## config.mk

```make
export PLATFORM = sky130hd
export DESIGN_NAME = half_duplex_uart_8n1_top
export DESIGN_NICKNAME = d
export VERILOG_FILES = /design/src/hdu_pkg.sv /design/src/half_duplex_uart_8n1_top.sv /design/src/hdu_cfg.sv /design/src/hdu_tx.sv /design/src/hdu_rx.sv
export SDC_FILE = /design/constraint.sdc
export NUM_CORES = 1
export LEC_CHECK = 0
export BUFFER_PORTS_ARGS = -buffer_cell sky130_fd_sc_hd__buf_4
export CORE_MARGIN = 5
export CORE_UTILIZATION = 54
export CTS_BUF_LIST = sky130_fd_sc_hd__clkbuf_8 sky130_fd_sc_hd__clkbuf_16
export CTS_CLUSTER_SIZE = 10
export DETAILED_ROUTE_END_ITERATION = 6
export GPL_TIMING_DRIVEN = 1
export MAX_ROUTING_LAYER = met4
export PLACE_DENSITY = 0.91
export SETUP_SLACK_MARGIN = 0.02
export SLEW_MARGIN = 25
export SYNTH_ARGS = -nofsm -noshare
export SYNTH_HDL_FRONTEND = slang
export SYNTH_SLANG_ARGS = --single-unit
```

## constraint.sdc

```tcl
create_clock -name clk -period 5.35 [get_ports clk]
set_input_delay 0.8025 -clock clk [delete_from_list [all_inputs] [get_ports clk]]
set_output_delay 0.8025 -clock clk [all_outputs]
set_load 0.1 [all_outputs]
```

## src/hdu_pkg.sv

```systemverilog
// shared types and constants of the half-duplex 8n1 uart
// used by every module of the block; no dependencies

package hdu_pkg;

  localparam int unsigned PeriodW = 8;
  localparam int unsigned BitCntW = 4;
  localparam int unsigned ByteW   = 8;
  localparam int unsigned PhaseW  = 2;
  localparam int unsigned AddrW   = 3;
  localparam int unsigned DataW   = 32;
  localparam int unsigned InW     = 16;
  localparam int unsigned OutW    = 16;

  // serial frame phases, shared by both directions
  localparam logic [PhaseW-1:0] PH_IDLE  = 2'd0;
  localparam logic [PhaseW-1:0] PH_START = 2'd1;
  localparam logic [PhaseW-1:0] PH_DATA  = 2'd2;
  localparam logic [PhaseW-1:0] PH_STOP  = 2'd3;

  localparam logic [BitCntW-1:0] DATA_BITS     = 4'd8;
  localparam logic [PeriodW-1:0] MIN_PERIOD    = 8'd2;
  localparam logic [PeriodW-1:0] PERIOD_RESET  = 8'd104;
  localparam logic [AddrW-1:0]   REG_BIT_PERIOD = 3'd0;

  typedef struct packed {
    logic was_idle;
    logic accepted;
  } tx_stat_t;

  typedef struct packed {
    logic [OutW-15:0]  pad;
    logic              rx_frame_error;
    logic [ByteW-1:0]  rx_data;
    logic              rx_valid;
    logic              rx_busy;
    logic              tx_accepted;
    logic              tx_busy;
    logic              tx_level;
  } result_t;

endpackage

```

## src/half_duplex_uart_8n1_top.sv

```systemverilog
// top level of the half-duplex 8n1 uart: input register, tx and rx units,
// result register and configuration port; depends on hdu_pkg, hdu_cfg, hdu_tx, hdu_rx
//
// usage:
//   each input item is one tick of the serial line: the sampled rx level, a send
//   request and the byte to send. each item gives exactly one result item with
//   the tx line level, busy flags, the send acknowledge and any received byte or
//   framing error of that tick.
//   an accepted item passes through the input register and then the result
//   register before its result is presented.
//   throughput: one item per clock while out_tready is high; the tx and rx state
//   updates are one pass of short logic between the input and result registers.
//   bit_period (ticks per serial bit) is written through the apb port at word 0
//   while the block is idle; values below 2 act as 2.
//   reset: both directions go idle, the rx line is taken as high, bit_period
//   returns to 104 and both channels come up empty.
//   stall: when out_tready is low the result register holds its item, the input
//   register fills and in_tready then drops; state advances only when a result
//   moves on, so no tick is lost or repeated.

module half_duplex_uart_8n1_top (
  input  logic                        clk,
  input  logic                        rst_n,
  input  logic                        in_tvalid,
  output logic                        in_tready,
  // [0] rx_level, [1] tx_start, [9:2] tx_byte, [15:10] zero
  input  logic [hdu_pkg::InW-1:0]     in_tdata,
  output logic                        out_tvalid,
  input  logic                        out_tready,
  // [0] tx_level, [1] tx_busy, [2] tx_accepted, [3] rx_busy, [4] rx_valid,
  // [12:5] rx_data, [13] rx_frame_error, [15:14] zero
  output logic [hdu_pkg::OutW-1:0]    out_tdata,
  input  logic                        psel,
  input  logic                        penable,
  input  logic                        pwrite,
  input  logic [hdu_pkg::AddrW-1:0]   paddr,
  input  logic [hdu_pkg::DataW-1:0]   pwdata,
  output logic [hdu_pkg::DataW-1:0]   prdata,
  output logic                        pready
);

  logic                        in_valid_r, in_valid_nxt;
  logic [hdu_pkg::InW-1:0]     in_data_r;
  logic                        out_valid_r, out_valid_nxt;
  hdu_pkg::result_t            out_data_r, res;
  logic                        adv;
  logic                        take;
  logic [hdu_pkg::PeriodW-1:0] period;
  hdu_pkg::tx_stat_t           tx_stat;
  logic                        rx_idle;

  // a buffered tick is processed when the result register is free or draining
  assign adv       = in_valid_r && (!out_valid_r || out_tready);
  assign in_tready = !in_valid_r || adv;
  assign take      = in_tvalid && in_tready;

  assign in_valid_nxt  = take ? 1'b1 : (adv ? 1'b0 : in_valid_r);
  assign out_valid_nxt = adv ? 1'b1 : ((out_valid_r && out_tready) ? 1'b0 : out_valid_r);

  hdu_cfg u_cfg (
    .clk        (clk),
    .rst_n      (rst_n),
    .psel       (psel),
    .penable    (penable),
    .pwrite     (pwrite),
    .paddr      (paddr),
    .pwdata     (pwdata),
    .prdata     (prdata),
    .pready     (pready),
    .eff_period (period)
  );

  hdu_tx u_tx (
    .clk       (clk),
    .rst_n     (rst_n),
    .adv       (adv),
    .start_req (in_data_r[1]),
    .tx_byte   (in_data_r[9:2]),
    .rx_idle   (rx_idle),
    .period    (period),
    .stat      (tx_stat),
    .tx_level  (res.tx_level),
    .tx_busy   (res.tx_busy)
  );

  assign res.tx_accepted = tx_stat.accepted;
  assign res.pad         = '0;

  hdu_rx u_rx (
    .clk            (clk),
    .rst_n          (rst_n),
    .adv            (adv),
    .rx_level       (in_data_r[0]),
    .tx_stat        (tx_stat),
    .period         (period),
    .rx_idle        (rx_idle),
    .rx_busy        (res.rx_busy),
    .rx_valid       (res.rx_valid),
    .rx_data        (res.rx_data),
    .rx_frame_error (res.rx_frame_error)
  );

  always_ff @(posedge clk) begin
    if (!rst_n) begin
      in_valid_r  <= 1'b0;
      out_valid_r <= 1'b0;
    end else begin
      in_valid_r  <= in_valid_nxt;
      out_valid_r <= out_valid_nxt;
    end
  end

  always_ff @(posedge clk) begin
    if (take) begin
      in_data_r <= in_tdata;
    end
    if (adv) begin
      out_data_r <= res;
    end
  end

  assign out_tvalid = out_valid_r;
  assign out_tdata  = out_data_r;

endmodule

```

## src/hdu_cfg.sv

```systemverilog
// configuration register file: bit_period behind an apb-style port
// depends on hdu_pkg

module hdu_cfg (
  input  logic                        clk,
  input  logic                        rst_n,
  input  logic                        psel,
  input  logic                        penable,
  input  logic                        pwrite,
  input  logic [hdu_pkg::AddrW-1:0]   paddr,
  input  logic [hdu_pkg::DataW-1:0]   pwdata,
  output logic [hdu_pkg::DataW-1:0]   prdata,
  output logic                        pready,
  output logic [hdu_pkg::PeriodW-1:0] eff_period
);

  logic [hdu_pkg::PeriodW-1:0] bit_period_r;
  logic [hdu_pkg::PeriodW-1:0] bit_period_nxt;
  logic                        sel_period;

  // word index 0 only; byte offsets within the word are ignored
  assign sel_period = (paddr[hdu_pkg::AddrW-1:2] == hdu_pkg::REG_BIT_PERIOD[hdu_pkg::AddrW-1:2]);
  assign pready     = 1'b1;

  always_comb begin
    bit_period_nxt = bit_period_r;
    if (psel && penable && pwrite && pready && sel_period) begin
      bit_period_nxt = pwdata[hdu_pkg::PeriodW-1:0];
    end
  end

  always_ff @(posedge clk) begin
    if (!rst_n) begin
      bit_period_r <= hdu_pkg::PERIOD_RESET;
    end else begin
      bit_period_r <= bit_period_nxt;
    end
  end

  always_comb begin
    prdata = '0;
    if (sel_period) begin
      prdata = {{(hdu_pkg::DataW-hdu_pkg::PeriodW){1'b0}}, bit_period_r};
    end
  end

  // periods of 0 and 1 behave as 2
  assign eff_period = (bit_period_r < hdu_pkg::MIN_PERIOD) ? hdu_pkg::MIN_PERIOD : bit_period_r;

endmodule

```

## src/hdu_tx.sv

```systemverilog
// transmit side: start bit, eight data bits lsb first, stop bit
// depends on hdu_pkg

module hdu_tx (
  input  logic                        clk,
  input  logic                        rst_n,
  input  logic                        adv,
  input  logic                        start_req,
  input  logic [hdu_pkg::ByteW-1:0]   tx_byte,
  input  logic                        rx_idle,
  input  logic [hdu_pkg::PeriodW-1:0] period,
  output hdu_pkg::tx_stat_t           stat,
  output logic                        tx_level,
  output logic                        tx_busy
);

  logic [hdu_pkg::PhaseW-1:0]  phase_r, phase_nxt;
  logic [hdu_pkg::BitCntW-1:0] bit_cnt_r, bit_cnt_nxt;
  logic [hdu_pkg::PeriodW-1:0] tick_r, tick_nxt;
  logic [hdu_pkg::ByteW-1:0]   shift_r, shift_nxt;

  logic [hdu_pkg::PhaseW-1:0]  ph_w;
  logic [hdu_pkg::BitCntW-1:0] bc_w;
  logic [hdu_pkg::PeriodW-1:0] tk_w;
  logic [hdu_pkg::ByteW-1:0]   sh_w;
  logic [hdu_pkg::PeriodW:0]   cnt;
  logic [hdu_pkg::BitCntW-1:0] bc_inc;

  always_comb begin
    stat.was_idle = (phase_r == hdu_pkg::PH_IDLE);
    stat.accepted = stat.was_idle && start_req && rx_idle;

    // a taken request loads the frame before this tick is driven
    if (stat.accepted) begin
      ph_w = hdu_pkg::PH_START;
      bc_w = '0;
      tk_w = '0;
      sh_w = tx_byte;
    end else begin
      ph_w = phase_r;
      bc_w = bit_cnt_r;
      tk_w = tick_r;
      sh_w = shift_r;
    end

    phase_nxt   = ph_w;
    bit_cnt_nxt = bc_w;
    tick_nxt    = tk_w;
    shift_nxt   = sh_w;
    tx_level    = 1'b1;
    tx_busy     = 1'b0;
    cnt         = {1'b0, tk_w} + 1'b1;
    bc_inc      = bc_w + 1'b1;

    if (ph_w != hdu_pkg::PH_IDLE) begin
      tx_busy = 1'b1;
      case (ph_w)
        hdu_pkg::PH_START: tx_level = 1'b0;
        hdu_pkg::PH_DATA:  tx_level = sh_w[0];
        default:           tx_level = 1'b1;
      endcase
      if (cnt >= {1'b0, period}) begin
        tick_nxt = '0;
        case (ph_w)
          hdu_pkg::PH_START: begin
            phase_nxt   = hdu_pkg::PH_DATA;
            bit_cnt_nxt = '0;
          end
          hdu_pkg::PH_DATA: begin
            shift_nxt   = {1'b0, sh_w[hdu_pkg::ByteW-1:1]};
            bit_cnt_nxt = bc_inc;
            if (bc_inc >= hdu_pkg::DATA_BITS) begin
              phase_nxt = hdu_pkg::PH_STOP;
            end
          end
          default: begin
            phase_nxt   = hdu_pkg::PH_IDLE;
            bit_cnt_nxt = '0;
            shift_nxt   = '0;
          end
        endcase
      end else begin
        tick_nxt = cnt[hdu_pkg::PeriodW-1:0];
      end
    end
  end

  always_ff @(posedge clk) begin
    if (!rst_n) begin
      phase_r   <= hdu_pkg::PH_IDLE;
      bit_cnt_r <= '0;
      tick_r    <= '0;
      shift_r   <= '0;
    end else if (adv) begin
      phase_r   <= phase_nxt;
      bit_cnt_r <= bit_cnt_nxt;
      tick_r    <= tick_nxt;
      shift_r   <= shift_nxt;
    end
  end

endmodule

```

## src/hdu_rx.sv

```systemverilog
// receive side: falling edge detect, mid-bit sampling, stop bit check
// depends on hdu_pkg

module hdu_rx (
  input  logic                        clk,
  input  logic                        rst_n,
  input  logic                        adv,
  input  logic                        rx_level,
  input  hdu_pkg::tx_stat_t           tx_stat,
  input  logic [hdu_pkg::PeriodW-1:0] period,
  output logic                        rx_idle,
  output logic                        rx_busy,
  output logic                        rx_valid,
  output logic [hdu_pkg::ByteW-1:0]   rx_data,
  output logic                        rx_frame_error
);

  logic [hdu_pkg::PhaseW-1:0]  phase_r, phase_nxt;
  logic [hdu_pkg::BitCntW-1:0] bit_cnt_r, bit_cnt_nxt;
  logic [hdu_pkg::PeriodW-1:0] tick_r, tick_nxt;
  logic [hdu_pkg::ByteW-1:0]   shift_r, shift_nxt;
  logic                        prev_r;

  logic [hdu_pkg::PeriodW:0]   cnt;
  logic [hdu_pkg::PeriodW-1:0] limit;
  logic [hdu_pkg::BitCntW-1:0] bc_inc;

  assign rx_idle = (phase_r == hdu_pkg::PH_IDLE);

  always_comb begin
    phase_nxt      = phase_r;
    bit_cnt_nxt    = bit_cnt_r;
    tick_nxt       = tick_r;
    shift_nxt      = shift_r;
    rx_valid       = 1'b0;
    rx_frame_error = 1'b0;
    rx_data        = '0;
    cnt            = {1'b0, tick_r} + 1'b1;
    bc_inc         = bit_cnt_r + 1'b1;
    // first wait is half a bit, to land in the middle of each bit
    limit          = (phase_r == hdu_pkg::PH_START) ? {1'b0, period[hdu_pkg::PeriodW-1:1]}
                                                    : period;

    if (rx_idle) begin
      // edges are ignored while sending or when a send was just taken
      if (tx_stat.was_idle && !tx_stat.accepted && prev_r && !rx_level) begin
        phase_nxt   = hdu_pkg::PH_START;
        bit_cnt_nxt = '0;
        tick_nxt    = '0;
        shift_nxt   = '0;
      end
    end else if (cnt >= {1'b0, limit}) begin
      tick_nxt = '0;
      case (phase_r)
        hdu_pkg::PH_START: begin
          phase_nxt   = hdu_pkg::PH_DATA;
          bit_cnt_nxt = '0;
        end
        hdu_pkg::PH_DATA: begin
          shift_nxt   = {rx_level, shift_r[hdu_pkg::ByteW-1:1]};
          bit_cnt_nxt = bc_inc;
          if (bc_inc >= hdu_pkg::DATA_BITS) begin
            phase_nxt = hdu_pkg::PH_STOP;
          end
        end
        default: begin
          if (rx_level) begin
            rx_valid = 1'b1;
            rx_data  = shift_r;
          end else begin
            rx_frame_error = 1'b1;
          end
          phase_nxt   = hdu_pkg::PH_IDLE;
          bit_cnt_nxt = '0;
        end
      endcase
    end else begin
      tick_nxt = cnt[hdu_pkg::PeriodW-1:0];
    end

    rx_busy = (phase_nxt != hdu_pkg::PH_IDLE);
  end

  always_ff @(posedge clk) begin
    if (!rst_n) begin
      phase_r   <= hdu_pkg::PH_IDLE;
      bit_cnt_r <= '0;
      tick_r    <= '0;
      shift_r   <= '0;
      prev_r    <= 1'b1;
    end else if (adv) begin
      phase_r   <= phase_nxt;
      bit_cnt_r <= bit_cnt_nxt;
      tick_r    <= tick_nxt;
      shift_r   <= shift_nxt;
      prev_r    <= rx_level;
    end
  end

endmodule

```

# Word-level counts from Yosys, hierarchy flattened

Index checks and enable logic that the tools add are counted.

Bits of input ports: 58
Output and inout port bits: 51
Bits in registers: 79

Reduce and logical (&&, ||, !) cells: 30
Add/subtract/negate cells: 4
$lt $le $gt $ge: 5
Eq/ne operators: 5
Bitwise logic cells: 3
Multiplexer cells: 42

Operator list:

| cell                                                        | number |
|---|---|
| two-way mux 8 bit                                           | 15 |
| two-way mux 4 bit                                           | 8 |
| adder 8 x 1 -> 9 bit (second input constant)                | 2 |
| >= comparator 9 x 8 -> 1 bit                                | 2 |
| two-way mux 2 bit                                           | 8 |
| case mux 8 bit (2 select lines)                             | 1 |
| nonzero test 2 bit                                          | 6 |
| logical AND 1 bit                                           | 11 |
| adder 4 x 1 -> 4 bit (second input constant)                | 2 |
| >= comparator 4 bit (second input constant)                 | 2 |
| less-than comparator 8 x 2 -> 1 bit (second input constant) | 1 |
| case mux 2 bit (2 select lines)                             | 2 |
| two-way mux 1 bit                                           | 7 |
| OR reduction 5 bit                                          | 1 |
| equality test 2 x 1 -> 1 bit (second input constant)        | 2 |
| equality test 2 bit (second input constant)                 | 2 |
| zero test 1 bit                                             | 4 |
| zero test 2 bit                                             | 2 |
| AND reduction 4 bit                                         | 1 |
| OR reduction 4 bit                                          | 1 |
| NOT 1 bit                                                   | 3 |
| AND reduction 3 bit                                         | 1 |
| logical OR 1 bit                                            | 2 |
| != test 2 x 1 -> 1 bit (second input constant)              | 1 |
| 2 further kinds                                             | 2 |

# Logic depth before layout (Yosys ltp)

Depth in word-level cells: 10
Gate-level depth with buffers: 20
Mapped depth without buffers: 16

# Cells and area by module

From an unflattened synthesis, not the netlist that was laid out.

Cell total of the unflattened synthesis: 472
Area, all modules: 4618.2 um^2

Modules (own cells, without submodules):

| module                   | cells an instance | area an instance (um^2) | instances |
|---|---|---|---|
| hdu_tx                   | 191               | 1599.0                  | 1 |
| hdu_rx                   | 164               | 1517.7                  | 1 |
| half_duplex_uart_8n1_top | 36                | 843.3                   | 1 |
| hdu_cfg                  | 81                | 658.1                   | 1 |

# Least setup slack after synthesis

No wires, ideal clock.

Path kind: register to register
From: register u_rx.phase_r[0] in the netlist's numbering
To: register u_tx.shift_r[2] in the netlist's numbering
Setup time: 0.122 ns
Path buffers: 4
Clock period less this slack: 3.982 ns
Data arrival time: 3.860 ns
Data required time: 5.228 ns
Path slack: 1.368 ns
Stages on the path, launching flop included: 21
Cells stage by stage: dfxtp_1 > inv_1 > ha_1 > buf_4 > nand3_2 > inv_2 > clkbuf_1 > buf_1 > nor2b_1 > ha_1 > nand3_1 > or3_1 > a21oi_1 > ha_1 > and3_1 > a221oi_1 > o211ai_2 > and3_1 > buf_2 > a221oi_1 > nor2_1

RTL lines:

| element                | line         | RTL |
|---|---|---|
| from (decl)            | hdu_rx.sv:18 | `logic [hdu_pkg::PhaseW-1:0] phase_r, phase_nxt;` |
| from (signal assigned) | hdu_rx.sv:86 | `phase_r <= hdu_pkg::PH_IDLE;` |
| from (signal assigned) | hdu_rx.sv:92 | `phase_r <= phase_nxt;` |
| to (signal assigned)   | hdu_tx.sv:98 | `shift_r <= shift_nxt;` |
| to (decl)              | hdu_tx.sv:20 | `logic [hdu_pkg::ByteW-1:0] shift_r, shift_nxt;` |

# Worst setup path after layout

From: register u_rx.phase_r[0] in the netlist's numbering
To: register u_tx.tick_r[5] in the netlist's numbering

Cells in the longest elaborated chain, start to end: 7

Ends and longest elaborated chain:

| element                      | line         | RTL |
|---|---|---|
| zero test 2 bit *            | hdu_rx.sv:28 | `assign rx_idle = (phase_r == hdu_pkg::PH_IDLE);` |
| logical AND 1 bit *          | hdu_tx.sv:31 | `stat.accepted = stat.was_idle && start_req && rx_idle;` |
| two-way mux 8 bit            | hdu_tx.sv:34 | `if (stat.accepted) begin` |
| adder 8 x 1 -> 9 bit         | hdu_tx.sv:52 | `cnt = {1'b0, tk_w} + 1'b1;` |
| >= comparator 9 x 8 -> 1 bit | hdu_tx.sv:62 | `if (cnt >= {1'b0, period}) begin` |
| two-way mux 8 bit            | hdu_tx.sv:62 |  |
| two-way mux 8 bit *          | hdu_tx.sv:55 | `if (ph_w != hdu_pkg::PH_IDLE) begin` |
| to (signal assigned)         | hdu_tx.sv:97 | `tick_r <= tick_nxt;` |
| to (decl)                    | hdu_tx.sv:19 | `logic [hdu_pkg::PeriodW-1:0] tick_r, tick_nxt;` |

Mark *: on every way between the ends. The rest lies on a longest branch, timed or not.
A chain may end at the register's enable or synchronous reset.

==> impl_metrics.py <==
metrics = {
    "route": {
        "detail_route.vias_per_cell": 5.70,
        "detail_route.iter0.violations": 199,
        "routed_wire_length_per_instance_um": 15.3,
        "finalWirelength_mm": 9.36,
        "dr.pass1.iters": 5,
        "detail-route-antenna-nets": 0,
        "routed-via-count": 3480,
        "post-route-drc-count": 0,
    },
    "synth": {
        "yosys_most_used_dff": "sky130_fd_sc_hd__dfxtp_1",
        "synth_cell_types": 60,
        "yosysWarnings": 0,
        "proportion_of_register_bits_with_asynchronous_set_or_reset_after_synthesis_pct": 0,
        "postSynthCellCount": 465,
        "synth_top_area_share_pct": 25.4,
        "netlist.top_cell.by_area": "sky130_fd_sc_hd__dfxtp_1",
        "synth.area.top_cells": "sky130_fd_sc_hd__dfxtp_1, sky130_fd_sc_hd__edfxtp_1, sky130_fd_sc_hd__ha_1",
        "synth_seq_area_share_pct": 42.1,
        "number_of_synthesized_flops_with_an_enable_pin": 24,
        "syn-mean-instance-area_sq_um": 9.31,
        "post_synth_instance_area_sq_um": 4330,
        "post_synthesis_register_bit_count": 79,
    },
    "cts": {
        "clock_tree_from_tritoncts": "yes",
        "htree_levels": 3,
        "numCtsBuffers": 9,
        "cts_post_setup_buffers_inserted": 0,
        "clkSlewWorstSetupHoldPaths_ns": 0.09,
        "clock_root_buffer": "sky130_fd_sc_hd__clkbuf_8",
        "clockBufferDepth": 2,
        "cts_num_sinks": 79,
        "insertion_delay_ns": 0.36,
        "cts-hold-fix-buffers": 0,
        "post_cts.resized_instances": 0,
    },
    "finish": {
        "fill_cells": 626,
        "antenna_cells": 0,
        "layout-drive-gt1-share_pct": 15.6,
        "areaGrowthSynthToFinish_pct": 11.6,
        "layoutNonFillerInstCount": 610,
        "final_nets": 586,
    },
    "power": {
        "leakage_nw": 2.08,
        "max-vdd-ir-drop_mv": 0.141,
        "powerDensity_nw_per_um2": 280,
    },
    "die": {
        "chipHeight_um": 99.5,
        "floorplan_die_width_um": 99.5,
        "io_pins": 109,
        "initial_core_util_pct": 55.7,
        "rows": 32,
        "die-area_sq_um": 9910,
        "core_area_sq_um": 7770,
    },
    "job": {
        "maxCapViolCount": 0,
    },
    "sta": {
        "slew_violations": 0,
        "max_clock_freq_mhz": 215,
        "period_minus_slack_ns": 4.64,
        "setup_viol": 0,
        "setup-tns-final_ns": 0,
        "timing.slew.headroom_pct": 61.5,
        "fin_hold_ws_ns": 0.494,
        "tcrit_tclk_final_pct": 86.8,
        "worstMarginPinSlew_ns": 0.577,
        "setup_repair_after_global_routing_missed_its_margin": "false",
        "worst_clock_skew_ns": 0.0126,
        "total_count_of_hold_check_failures_in_the_final_report": 0,
    },
    "grt": {
        "wire_length_of_the_first_global_routing_pass_mm": 15.6,
        "grt.overflow.total": 0,
        "grt_use_total_pct": 19.5,
        "grt_pass1_vias": 3503,
        "largest_net_degree_at_the_start_of_global_routing": 51,
        "antenna_violations_before_repair": 0,
    },
    "placement": {
        "detailed_place_hpwl_mm": 6.56,
        "placed_cells": 594,
        "port-buffer-count": 49,
        "place.gp.congestion": 0.856,
    },
    "worst_setup_path": {
        "path_delay_family": "simple AND/OR/NAND/NOR gates",
        "critPathMostFrequentCell": "sky130_fd_sc_hd__ha_1",
        "worst-path-buf-inv": 2,
        "cp.required_ns": 5.65,
        "cp_max_fo": 21,
        "path_cells": "inv_1, ha_1, nand3_2, inv_2, nor2b_1, ha_1, nand3_1, or3_1, a21oi_1, ha_1, and3_1, a221oi_1, o211ai_2, nor2_2, and3_1, a22o_1",
        "critical_path.max_stage_delay_ns": 0.41,
        "cp-start-kind": "flip-flop",
        "critical_path_class": "reg2reg",
        "critPathSlowestCell": "sky130_fd_sc_hd__dfxtp_1",
        "arrival_ns": 4.94,
        "timing.critical_path.to_type": "flip-flop",
    },
    "run_status": {
        "run_status": "complete, no violations",
    },
    "worst_hold_path": {
        "hold_class": "reg2reg",
    },
}
[worst register-to-register path, cell delays in order (launching register included)]
cell and delay (ns):
sky130_fd_sc_hd__dfxtp_1 0.41, sky130_fd_sc_hd__inv_1 0.11, sky130_fd_sc_hd__ha_1 0.36, sky130_fd_sc_hd__nand3_2 0.30, sky130_fd_sc_hd__inv_2 0.23, sky130_fd_sc_hd__nor2b_1 0.24
sky130_fd_sc_hd__ha_1 0.23, sky130_fd_sc_hd__nand3_1 0.17, sky130_fd_sc_hd__or3_1 0.40, sky130_fd_sc_hd__a21oi_1 0.21, sky130_fd_sc_hd__ha_1 0.28, sky130_fd_sc_hd__and3_1 0.21
sky130_fd_sc_hd__a221oi_1 0.35, sky130_fd_sc_hd__o211ai_2 0.27, sky130_fd_sc_hd__nor2_2 0.22, sky130_fd_sc_hd__and3_1 0.39, sky130_fd_sc_hd__a22o_1 0.21
[power by group]
group | leakage (nW) | switching (mW) | internal (mW)
registers | 0.673 | 0.0102 | 0.635
logic | 1.30 | 0.201 | 0.0480
clock network | 0.105 | 0.250 | 0.206
[per-stage QoR]
step / power, mW / worst slack, ns / util [%] / area, sq um
after floorplan: 0.877 / 1.37 / - / 4420
after global placement: 0.899 / 1.08 / 59.6 / 4630
after detailed placement: 0.905 / 0.892 / 59.6 / 4630
after CTS: 1.35 / 0.818 / 62.2 / 4830
after global routing: 1.40 / 0.485 / 62.2 / 4830
final: 1.35 / 0.707 / 62.2 / 4830
[final cells by class]
| cell class | instances | area, sq um | area share [%] |
|---|---|---|---|
| Multi-Input combinational cell | 348 | 2250 | 46.6 |
| Sequential cell | 79 | 1820 | 37.7 |
| Timing Repair Buffer | 49 | 368 | 7.62 |
| Clock buffer | 10 | 149 | 3.08 |
| Tap cell | 102 | 128 | 2.64 |
| Inverter | 16 | 60.1 | 1.24 |
| Clock inverter | 6 | 52.6 | 1.09 |
[kinds of logic after synthesis]
family          Yosys count  share of synthesized area [%]
simple gates            180                           20.7
other cells               2                          0.174
fa+ha+maj                25                           7.23
xor+xnor                 20                           4.05
flops                    79                           42.1
mux                      11                           2.66
buf+inv                  63                           8.07
compound gates           85                           15.0
[cell usage after synthesis (7+ instances only)]
master	count
sky130_fd_sc_hd__buf_4	28
sky130_fd_sc_hd__dfxtp_1	55
sky130_fd_sc_hd__and3_1	10
sky130_fd_sc_hd__clkbuf_1	11
sky130_fd_sc_hd__o21ai_0	17
sky130_fd_sc_hd__nor2b_1	13
sky130_fd_sc_hd__mux2i_1	7
sky130_fd_sc_hd__edfxtp_1	24
sky130_fd_sc_hd__nand3_1	23
sky130_fd_sc_hd__and2_1	13
sky130_fd_sc_hd__xor2_1	14
sky130_fd_sc_hd__a21boi_0	8
sky130_fd_sc_hd__nor2_1	30
sky130_fd_sc_hd__inv_1	14
sky130_fd_sc_hd__nand2_1	66
sky130_fd_sc_hd__a32o_1	9
sky130_fd_sc_hd__a22o_1	7
sky130_fd_sc_hd__ha_1	25
[flip-flops by register name, summed over array words and instances (netlist names)]
name	flops
u_tx.bit_cnt_r	4
in_valid_r	1
in_data_r	10
u_cfg.bit_period_r	8
u_rx.phase_r	2
u_rx.bit_cnt_r	4
out_tdata	14
u_tx.tick_r	8
u_rx.tick_r	8
u_rx.shift_r	8
u_tx.phase_r	2
u_tx.shift_r	8
out_tvalid	1
u_rx.prev_r	1
[worst paths after layout]
path,slack [ns],cells after the start,to,from
setup / recovery,0.71,16,u_tx.tick_r[5],u_rx.phase_r[0]
hold / removal,0.49,2,u_rx.prev_r,u_rx.prev_r
setup reg to reg,0.71,16,u_tx.tick_r[5],u_rx.phase_r[0]
hold reg to reg,0.49,2,u_rx.prev_r,u_rx.prev_r
[layout by cell type, fill, tap and decap left out, types with 4 or more instances in the layout]
master                      count
sky130_fd_sc_hd__nand2_1       66
sky130_fd_sc_hd__dfxtp_1       55
sky130_fd_sc_hd__buf_4         49
sky130_fd_sc_hd__nor2_1        30
sky130_fd_sc_hd__conb_1        27
sky130_fd_sc_hd__ha_1          25
sky130_fd_sc_hd__edfxtp_1      24
sky130_fd_sc_hd__nand3_1       23
sky130_fd_sc_hd__o21ai_0       17
sky130_fd_sc_hd__xor2_1        14
sky130_fd_sc_hd__inv_1         14
sky130_fd_sc_hd__nor2b_1       13
sky130_fd_sc_hd__and2_1        13
sky130_fd_sc_hd__and3_1        10
sky130_fd_sc_hd__a32o_1         9
sky130_fd_sc_hd__clkbuf_8       9
sky130_fd_sc_hd__a21boi_0       8
sky130_fd_sc_hd__mux2i_1        7
sky130_fd_sc_hd__a22o_1         7
sky130_fd_sc_hd__xnor2_1        6
sky130_fd_sc_hd__a21oi_1        6
sky130_fd_sc_hd__nand2b_1       5
sky130_fd_sc_hd__a21o_1         5
sky130_fd_sc_hd__a221oi_1       5
sky130_fd_sc_hd__mux2_2         4
sky130_fd_sc_hd__o2111ai_1      4
[layer usage]
layer	up-vias	wire length, um	GRT usage [%]
met3	21	524	4.42
li1	1673	-	-
met2	122	4930	34.1
met5	-	0	-
met1	1664	3700	21.0
met4	0	211	9.03
No activity file was read; power rests on OpenSTA's default activity.
